**config.mk**
```make
export PLATFORM = sky130hd
export DESIGN_NAME = amr_octet_to_bandwidth_efficient_core_flat
export DESIGN_NICKNAME = d
export VERILOG_FILES = /design/src/amrbe_pkg.sv /design/src/amrbe_if.sv /design/src/amr_octet_to_bandwidth_efficient_core.sv /design/src/amrbe_front.sv /design/src/amrbe_queue.sv /design/src/amrbe_back.sv /design/src/flat_wrapper.sv
export SDC_FILE = /design/constraint.sdc
export NUM_CORES = 1
export LEC_CHECK = 0
export ABC_AREA = 1
export BUFFER_PORTS_ARGS = -buffer_cell sky130_fd_sc_hd__buf_2
export CORE_AREA = 5 5 106 98
export DETAILED_ROUTE_END_ITERATION = 16
export DIE_AREA = 0 0 111 103
export PLACE_DENSITY = 0.72
export SYNTH_ARGS = -nofsm -noshare
export SYNTH_HDL_FRONTEND = slang
export SYNTH_HIERARCHICAL = 1
export SYNTH_SLANG_ARGS = --single-unit
```
**constraint.sdc**
```tcl
create_clock -name clk_i -period 9.5 [get_ports clk_i]
set_input_delay 1.9 -clock clk_i [delete_from_list [all_inputs] [get_ports clk_i]]
set_output_delay 1.9 -clock clk_i [all_outputs]
set_load 0.1 [all_outputs]
```
**src/amrbe_pkg.sv**
```systemverilog
package amrbe_pkg;

  localparam int unsigned MAX_FRAME_BYTES_DEF = 64;
  localparam int unsigned QUEUE_DEPTH         = 2;

  localparam logic [3:0] FT_NO_DATA = 4'd15;
  localparam logic [7:0] CMR_NONE   = 8'hF0;

  typedef enum logic [0:0] {
    CFG_WIDEBAND      = 1'b0,
    CFG_OCTET_ALIGNED = 1'b1
  } cfg_idx_e;

  typedef struct packed {
    logic       two;
    logic [7:0] byte0;
    logic       end0;
    logic [7:0] byte1;
    logic       end1;
  } emit_t;

  function automatic logic [5:0] frame_len(input logic wb, input logic [3:0] ft);
    logic [5:0] len;
    len = 6'd0;
    if (wb) begin
      case (ft)
        4'd0: len = 6'd18;
        4'd1: len = 6'd24;
        4'd2: len = 6'd33;
        4'd3: len = 6'd37;
        4'd4: len = 6'd41;
        4'd5: len = 6'd47;
        4'd6: len = 6'd51;
        4'd7: len = 6'd59;
        4'd8: len = 6'd61;
        4'd9: len = 6'd7;
        default: len = 6'd0;
      endcase
    end else begin
      case (ft)
        4'd0: len = 6'd14;
        4'd1: len = 6'd15;
        4'd2: len = 6'd16;
        4'd3: len = 6'd18;
        4'd4: len = 6'd20;
        4'd5: len = 6'd22;
        4'd6: len = 6'd27;
        4'd7: len = 6'd32;
        4'd8: len = 6'd7;
        default: len = 6'd0;
      endcase
    end
    return len;
  endfunction

endpackage

```
**src/amrbe_if.sv**
```systemverilog
interface amrbe_in_if;
  logic       valid;
  logic       ready;
  logic [7:0] data_byte;
  logic       frame_end;

  modport source (output valid, output data_byte, output frame_end, input ready);
  modport sink (input valid, input data_byte, input frame_end, output ready);
endinterface

interface amrbe_out_if;
  logic       valid;
  logic       ready;
  logic [7:0] payload_byte;
  logic       payload_end;

  modport source (output valid, output payload_byte, output payload_end, input ready);
  modport sink (input valid, input payload_byte, input payload_end, output ready);
endinterface

```
**src/amr_octet_to_bandwidth_efficient_core.sv**
```systemverilog
// Channel   Dir  Payload                        Handshake
// in_if     in   data_byte[7:0], frame_end      valid/ready
// out_if    out  payload_byte[7:0], payload_end valid/ready
// cfg       in   cfg_idx_i, cfg_wdata_i         cfg_we_i, no stall
//
// Accepts one input item per cycle while the two-entry queue has room.
// Each item yields zero, one or two payload bytes; the output register
// sends one byte per cycle unless out_if.ready stalls it, byte0 then byte1.
// A byte passes through a queue entry and then the output register.
// Reset clears frame state, configuration, queue pointers and output valid.
// Output stalls fill the queue, then drop in_if.ready.
module amr_octet_to_bandwidth_efficient_core #(
  parameter int unsigned MAX_FRAME_BYTES = amrbe_pkg::MAX_FRAME_BYTES_DEF
) (
  input  logic                clk_i,
  input  logic                rst_ni,
  input  logic                cfg_we_i,
  input  amrbe_pkg::cfg_idx_e cfg_idx_i,
  input  logic                cfg_wdata_i,
  amrbe_in_if.sink            in_if,
  amrbe_out_if.source         out_if
);
  import amrbe_pkg::*;

  logic  push, full, q_valid, pop;
  emit_t push_ent, head_ent;

  amrbe_front #(
    .MAX_FRAME_BYTES(MAX_FRAME_BYTES)
  ) u_front (
    .clk_i      (clk_i),
    .rst_ni     (rst_ni),
    .cfg_we_i   (cfg_we_i),
    .cfg_idx_i  (cfg_idx_i),
    .cfg_wdata_i(cfg_wdata_i),
    .in_if      (in_if),
    .full_i     (full),
    .push_o     (push),
    .ent_o      (push_ent)
  );

  amrbe_queue u_queue (
    .clk_i  (clk_i),
    .rst_ni (rst_ni),
    .push_i (push),
    .ent_i  (push_ent),
    .full_o (full),
    .valid_o(q_valid),
    .ent_o  (head_ent),
    .pop_i  (pop)
  );

  amrbe_back u_back (
    .clk_i  (clk_i),
    .rst_ni (rst_ni),
    .valid_i(q_valid),
    .ent_i  (head_ent),
    .pop_o  (pop),
    .out_if (out_if)
  );

endmodule

```
**src/amrbe_front.sv**
```systemverilog
module amrbe_front #(
  parameter int unsigned MAX_FRAME_BYTES = amrbe_pkg::MAX_FRAME_BYTES_DEF
) (
  input  logic                clk_i,
  input  logic                rst_ni,
  input  logic                cfg_we_i,
  input  amrbe_pkg::cfg_idx_e cfg_idx_i,
  input  logic                cfg_wdata_i,
  amrbe_in_if.sink            in_if,
  input  logic                full_i,
  output logic                push_o,
  output amrbe_pkg::emit_t    ent_o
);
  import amrbe_pkg::*;

  localparam int unsigned CNT_W = $clog2(MAX_FRAME_BYTES + 1);
  localparam logic [CNT_W-1:0] MAX_CNT = CNT_W'(MAX_FRAME_BYTES);
  localparam logic [7:0] MAX_BYTE = 8'(MAX_FRAME_BYTES);

  logic             wideband_q, octet_q;
  logic             in_frame_q, dropping_q;
  logic [1:0]       carry_q, carry_d;
  logic [CNT_W-1:0] sent_q, sent_d;
  logic [5:0]       limit_q, limit_d;
  logic             dropping_d;

  logic             in_acc;
  logic [7:0]       b;
  logic             fe;
  logic [3:0]       ft;
  logic [5:0]       tbl_len, new_len;

  logic             base_drop, drop1, drop2;
  logic [CNT_W-1:0] s0, s1, s_mid, s2, cap;
  logic [7:0]       p0_val, p1_val;
  logic             p0_last, p1_want, p1_last;
  logic             emit0, emit1, e0, e1;

  assign in_if.ready = !full_i;
  assign in_acc      = in_if.valid && in_if.ready;
  assign b           = in_if.data_byte;
  assign fe          = in_if.frame_end;
  assign ft          = b[6:3];
  assign tbl_len     = frame_len(wideband_q, ft);
  assign new_len     = (8'(tbl_len) > MAX_BYTE) ? MAX_BYTE[5:0] : tbl_len;

  always_comb begin
    s0        = sent_q;
    base_drop = dropping_q;
    limit_d   = limit_q;
    carry_d   = carry_q;
    p0_val    = b;
    p0_last   = fe;
    p1_want   = 1'b0;
    p1_val    = '0;
    p1_last   = 1'b1;
    if (!in_frame_q) begin
      s0      = '0;
      carry_d = {ft[0], b[2]};
      if (octet_q) begin
        limit_d   = '0;
        base_drop = (ft == FT_NO_DATA);
        p0_val    = CMR_NONE;
        p0_last   = 1'b0;
        p1_want   = 1'b1;
        p1_val    = b;
        p1_last   = fe;
      end else begin
        limit_d   = new_len;
        base_drop = (new_len == 6'd0);
        p0_val    = CMR_NONE | {4'b0000, b[7], ft[3:1]};
        p0_last   = 1'b0;
        p1_want   = fe;
        p1_val    = {ft[0], b[2], 6'b000000};
        p1_last   = 1'b1;
      end
    end else if (limit_q != 6'd0) begin
      p0_val  = {carry_q, b[7:2]};
      p0_last = 1'b0;
      carry_d = b[1:0];
      p1_want = fe;
      p1_val  = {b[1:0], 6'b000000};
      p1_last = 1'b1;
    end
  end

  always_comb begin
    cap   = (limit_d == 6'd0) ? MAX_CNT : CNT_W'(limit_d);
    emit0 = !base_drop;
    s1    = s0 + CNT_W'(1);
    e0    = p0_last || (s1 >= cap);
    drop1 = base_drop || (emit0 && e0 && !p0_last);
    s_mid = emit0 ? s1 : s0;
    emit1 = !drop1 && p1_want;
    s2    = s_mid + CNT_W'(1);
    e1    = p1_last || (s2 >= cap);
    drop2 = drop1 || (emit1 && e1 && !p1_last);
    sent_d     = emit1 ? s2 : s_mid;
    dropping_d = fe ? 1'b0 : drop2;
  end

  assign push_o      = in_acc && emit0;
  assign ent_o.two   = emit1;
  assign ent_o.byte0 = p0_val;
  assign ent_o.end0  = e0;
  assign ent_o.byte1 = p1_val;
  assign ent_o.end1  = e1;

  always_ff @(posedge clk_i or negedge rst_ni) begin
    if (!rst_ni) begin
      wideband_q <= 1'b0;
      octet_q    <= 1'b0;
    end else if (cfg_we_i) begin
      case (cfg_idx_i)
        CFG_WIDEBAND:      wideband_q <= cfg_wdata_i;
        CFG_OCTET_ALIGNED: octet_q    <= cfg_wdata_i;
        default: ;
      endcase
    end
  end

  always_ff @(posedge clk_i or negedge rst_ni) begin
    if (!rst_ni) begin
      in_frame_q <= 1'b0;
      dropping_q <= 1'b0;
      carry_q    <= '0;
      sent_q     <= '0;
      limit_q    <= '0;
    end else if (in_acc) begin
      in_frame_q <= !fe;
      dropping_q <= dropping_d;
      carry_q    <= carry_d;
      sent_q     <= sent_d;
      limit_q    <= limit_d;
    end
  end

  a_first_not_end: assert property (@(posedge clk_i) disable iff (!rst_ni)
    push_o && ent_o.two |-> !ent_o.end0)
    else $error("first byte of a pair marked as payload end");

  a_frame_end_closes: assert property (@(posedge clk_i) disable iff (!rst_ni)
    push_o && fe |-> (ent_o.two ? ent_o.end1 : ent_o.end0))
    else $error("frame end without payload end");

  a_idle_not_dropping: assert property (@(posedge clk_i) disable iff (!rst_ni)
    !in_frame_q |-> !dropping_q)
    else $error("drop flag left set between frames");

  a_sent_bounded: assert property (@(posedge clk_i) disable iff (!rst_ni)
    sent_q <= MAX_CNT)
    else $error("byte count beyond frame limit");

endmodule

```
**src/amrbe_queue.sv**
```systemverilog
module amrbe_queue (
  input  logic             clk_i,
  input  logic             rst_ni,
  input  logic             push_i,
  input  amrbe_pkg::emit_t ent_i,
  output logic             full_o,
  output logic             valid_o,
  output amrbe_pkg::emit_t ent_o,
  input  logic             pop_i
);
  import amrbe_pkg::*;

  localparam int unsigned PTR_W = $clog2(QUEUE_DEPTH);
  localparam int unsigned CNT_W = $clog2(QUEUE_DEPTH + 1);
  localparam logic [CNT_W-1:0] DEPTH_CNT = CNT_W'(QUEUE_DEPTH);

  emit_t            mem_q [QUEUE_DEPTH];
  logic [PTR_W-1:0] wr_q, rd_q;
  logic [CNT_W-1:0] cnt_q, cnt_d;
  logic             do_push, do_pop;

  assign full_o  = (cnt_q == DEPTH_CNT);
  assign valid_o = (cnt_q != '0);
  assign ent_o   = mem_q[rd_q];
  assign do_push = push_i && !full_o;
  assign do_pop  = pop_i && valid_o;

  always_comb begin
    cnt_d = cnt_q;
    if (do_push && !do_pop) begin
      cnt_d = cnt_q + CNT_W'(1);
    end else if (do_pop && !do_push) begin
      cnt_d = cnt_q - CNT_W'(1);
    end
  end

  always_ff @(posedge clk_i) begin
    if (do_push) begin
      mem_q[wr_q] <= ent_i;
    end
  end

  always_ff @(posedge clk_i or negedge rst_ni) begin
    if (!rst_ni) begin
      wr_q  <= '0;
      rd_q  <= '0;
      cnt_q <= '0;
    end else begin
      if (do_push) begin
        wr_q <= wr_q + PTR_W'(1);
      end
      if (do_pop) begin
        rd_q <= rd_q + PTR_W'(1);
      end
      cnt_q <= cnt_d;
    end
  end

endmodule

```
**src/amrbe_back.sv**
```systemverilog
module amrbe_back (
  input  logic             clk_i,
  input  logic             rst_ni,
  input  logic             valid_i,
  input  amrbe_pkg::emit_t ent_i,
  output logic             pop_o,
  amrbe_out_if.source      out_if
);
  import amrbe_pkg::*;

  logic       sel_q, sel_d;
  logic       out_valid_q, out_valid_d;
  logic [7:0] out_byte_q;
  logic       out_end_q;
  logic       load;

  assign load  = valid_i && (!out_valid_q || out_if.ready);
  assign pop_o = load && (sel_q || !ent_i.two);

  always_comb begin
    sel_d       = sel_q;
    out_valid_d = out_valid_q;
    if (load) begin
      sel_d       = !sel_q && ent_i.two;
      out_valid_d = 1'b1;
    end else if (out_if.ready) begin
      out_valid_d = 1'b0;
    end
  end

  always_ff @(posedge clk_i) begin
    if (load) begin
      out_byte_q <= sel_q ? ent_i.byte1 : ent_i.byte0;
      out_end_q  <= sel_q ? ent_i.end1 : ent_i.end0;
    end
  end

  always_ff @(posedge clk_i or negedge rst_ni) begin
    if (!rst_ni) begin
      sel_q       <= 1'b0;
      out_valid_q <= 1'b0;
    end else begin
      sel_q       <= sel_d;
      out_valid_q <= out_valid_d;
    end
  end

  assign out_if.valid        = out_valid_q;
  assign out_if.payload_byte = out_byte_q;
  assign out_if.payload_end  = out_end_q;

endmodule

```
**src/flat_wrapper.sv**
```systemverilog
// flat-port wrapper written by rule: the top's interface ports become plain ports
module amr_octet_to_bandwidth_efficient_core_flat import amrbe_pkg::*;
#(
  parameter int unsigned MAX_FRAME_BYTES = amrbe_pkg::MAX_FRAME_BYTES_DEF
)
  (clk_i, rst_ni, cfg_we_i, cfg_idx_i, cfg_wdata_i, in_if_valid, in_if_data_byte, in_if_frame_end, in_if_ready, out_if_valid, out_if_payload_byte, out_if_payload_end, out_if_ready);
  amrbe_in_if in_if_i ();
  amrbe_out_if out_if_i ();
  input  logic clk_i;
  input  logic rst_ni;
  input  logic cfg_we_i;
  input  amrbe_pkg::cfg_idx_e cfg_idx_i;
  input  logic cfg_wdata_i;
  input wire logic [$bits(in_if_i.valid)-1:0] in_if_valid;
  input wire logic [$bits(in_if_i.data_byte)-1:0] in_if_data_byte;
  input wire logic [$bits(in_if_i.frame_end)-1:0] in_if_frame_end;
  output wire logic [$bits(in_if_i.ready)-1:0] in_if_ready;
  output wire logic [$bits(out_if_i.valid)-1:0] out_if_valid;
  output wire logic [$bits(out_if_i.payload_byte)-1:0] out_if_payload_byte;
  output wire logic [$bits(out_if_i.payload_end)-1:0] out_if_payload_end;
  input wire logic [$bits(out_if_i.ready)-1:0] out_if_ready;
  assign in_if_i.valid = in_if_valid;
  assign in_if_i.data_byte = in_if_data_byte;
  assign in_if_i.frame_end = in_if_frame_end;
  assign in_if_ready = in_if_i.ready;
  assign out_if_valid = out_if_i.valid;
  assign out_if_payload_byte = out_if_i.payload_byte;
  assign out_if_payload_end = out_if_i.payload_end;
  assign out_if_i.ready = out_if_ready;
  amr_octet_to_bandwidth_efficient_core #(.MAX_FRAME_BYTES(MAX_FRAME_BYTES)) u_core (.clk_i(clk_i), .rst_ni(rst_ni), .cfg_we_i(cfg_we_i), .cfg_idx_i(cfg_idx_i), .cfg_wdata_i(cfg_wdata_i), .in_if(in_if_i), .out_if(out_if_i));
endmodule
```
==> flow_metrics.env <==
export IMPL_hold_ws_ps=494
export IMPL_leakage_nw=2.33
export IMPL_path_clk_slew_ps=80
export IMPL_ir_drop_uv=191
export IMPL_route_met2_wl_mm=4.60
export IMPL_routed_wl_mm=9.40
export IMPL_synth_compound_area_share=0.0985
export IMPL_core_um2=9320
export IMPL_cts_hold_buffers=0
export IMPL_antenna_cells=0
export IMPL_hold_viol_final=0
export IMPL_yosysSeqAreaShare=0.451
export IMPL_synth_mux_area_frac=0
export IMPL_drive_gt1_frac=0.124
export IMPL_highest_layer="met4"
export IMPL_cts_setup_buffers=0
export IMPL_grt_pass1_wl_mm=15.4
export IMPL_synth_area_per_cell_um2=8.00
export IMPL_place_ws_ps=3810
export IMPL_synthAdderAreaFrac=0.0720
export IMPL_vias=3661
export IMPL_synthDistinctLibCells=37
export IMPL_viasPerCell=5.13
export IMPL_status="finished clean"
export IMPL_grt_pass1_vias=3281
export IMPL_final_common_cell="nand2_1"
export IMPL_hp_class="reg2reg"
export IMPL_max_freq_mhz=186
export IMPL_layout_setup_ws_ps=4120
export IMPL_finish_utilization=0.526
export IMPL_synthCells=565
export IMPL_synth_xor_area_frac=0.0116
export IMPL_grt_start_max_net_pins=32
export IMPL_start_util=0.485
export IMPL_firstDrtPassIters=6
export IMPL_die_w_um=111
export IMPL_nets=625
export IMPL_arrival_ps=5460
export IMPL_antenna_found_initial=0
export IMPL_required_ps=9580
export IMPL_port_buffers=26
export IMPL_wl_per_cell_um=13.2
export IMPL_die_y_um=103
export IMPL_ios=27
export IMPL_critPathKind="in2reg"
export IMPL_ys_seq_elements=72
export IMPL_cts_root_buf="clkbuf_8"
export IMPL_wl_met3_um=473
export IMPL_clockBufferDepth=2
export IMPL_drt_iter0_markers=238
export IMPL_maxCapViolations=0
export IMPL_startpoint_type="primary input"
export IMPL_antenna_left=0
export IMPL_crit_fanout=12
export IMPL_place_congestion=0.862
export IMPL_syn_nets=607
export IMPL_place_hpwl_mm=6.87
export IMPL_drc=0
export IMPL_syn_area_um2=4520
export IMPL_cp_common_cell="nand2_1"
export IMPL_overflow=0
export IMPL_fin_crit_ps=5380
export IMPL_slowest_delay_ps=460
export IMPL_finalSetupTns_ps=0
export IMPL_finalCritPeriodShare=0.567
export IMPL_row_count=34
export IMPL_cts_tree="built"
export IMPL_area_delta_synth_final_pct=8.30
export IMPL_htree_levels=3
export IMPL_wl_met1_mm=4.22
export IMPL_critPathBufInv=3
export IMPL_cts_resized=0
export IMPL_track_usage=0.168
export IMPL_final_cell_mix="180 x nand2_1, 70 x inv_1, 47 x edfxtp_1"
export IMPL_cts_sinks=72
export IMPL_drv_slew=0
export IMPL_skew_ps=14.0
export IMPL_synth_simple_area_share=0.272
export IMPL_path_delay_family="simple AND/OR/NAND/NOR gates"
export IMPL_grt_setup_unrepaired="no"
export IMPL_slew_headroom=0.491
export IMPL_tightest_slew_ps=761
export IMPL_clkLatencyLatePin_ps=350
export IMPL_yosysWarnings=6
export IMPL_numCtsBuffers=9
export IMPL_synth_top_family_by_area="simple AND/OR/NAND/NOR gates"
export IMPL_cp_end_kind="register"
export IMPL_slowest_stage="or3b_2"
export IMPL_setup_violations=0
export IMPL_p_per_area_nw_per_um2=356
export IMPL_die_area_um2=11400
[report_power, final]
group	internal, mW	total (mW)	switching, mW	leakage, nW
combinational	0.248	0.930	0.681	1.48
sequential	0.489	0.558	0.0690	0.750
clock	0.127	0.255	0.128	0.104
total	0.864	1.74	0.878	2.33
[per-stage QoR]
step                power, mW  instances  area, um^2
finish                   1.74        714        4900
global route             1.89        714        4900
CTS                      1.75        714        4900
detailed placement       1.49        698        4690
floorplan                1.33        565        4520
global placement         1.47        698        4690
[layout make-up]
cell class                      instances  area (um^2)
Clock inverter                          7         86.3
Inverter                               78          295
Tap cell                              126          158
Timing Repair Buffer                   28          145
Sequential cell                        72         2040
Clock buffer                            9          124
Fill cell                             869         4420
Multi-Input combinational cell        394         2050
[cells by family after synthesis]
group | Yosys count
AOI/OAI and AO/OA | 81
xor gates and xnor gates | 6
adders and majority gates | 26
buffers and inverters | 99
DFF | 72
and+or+nand+nor | 281
[synthesized netlist by cell type (all sizes together)]
master	number	area, um^2
nand2	191	764
inv	76	288
o21ai	48	248
edfxtp	47	1410
nand3	41	220
nor2	40	185
ha	26	325
dfrtp	25	626
a21oi	17	85.1
buf	15	115
clkbuf	6	22.5
o22ai	6	37.5
nand4	5	31.3
xnor2	3	26.3
xor2	3	26.3
a22oi	2	15.0
a31oi	2	12.5
clkinv	2	7.51
o211ai	2	15.0
o221ai	2	17.5
a21boi	1	7.51
nor3	1	5.00
nor4	1	6.26
o21a	1	7.51
or2	1	6.26
or3b	1	8.76
[routing by layer]
metal / up-vias / track usage
met5: - / 0
li1: 1870 / -
met2: 104 / 0.296
met1: 1676 / 0.212
met3: 11 / 0.0340
met4: 0 / 0.0473
[flip-flops by register name, summed over array words and instances (netlist names), 2 cells and up]
register and count:
u_core/u_queue/cnt_q 2, u_core/u_front/sent_q 7, u_core/u_back/out_if.payload_byte 8, u_core/u_front/carry_q 2
u_core/u_queue/mem_q 38, u_core/u_front/limit_q 6
[worst min-delay path: cells and delay by family (launching register included)]
family	cells	cell delay [ps]
AND/OR/NAND/NOR	2	120
flip-flops	1	350
[path summary, 6_finish.rpt]
path	cells past startpoint	slack (ps)	end	start
max in group asynchronous	1	7540	u_core/u_front/carry_q[0]$_DFFE_PN0P_	rst_ni
min reg2reg	2	490	u_core/u_queue/wr_q$_DFFE_PN0P_	u_core/u_queue/wr_q$_DFFE_PN0P_
min	2	490	u_core/u_queue/wr_q$_DFFE_PN0P_	u_core/u_queue/wr_q$_DFFE_PN0P_
min in group asynchronous	1	1550	u_core/u_front/sent_q[3]$_DFFE_PN0P_	rst_ni
max reg2reg	16	5820	u_core/u_front/sent_q[5]$_DFFE_PN0P_	u_core/u_front/in_frame_q$_DFFE_PN0P_
max	26	4120	u_core/u_queue/mem_q[1][0]$_DFFE_PP_	in_if_data_byte[4]
(Power assumes the default switching activity.)
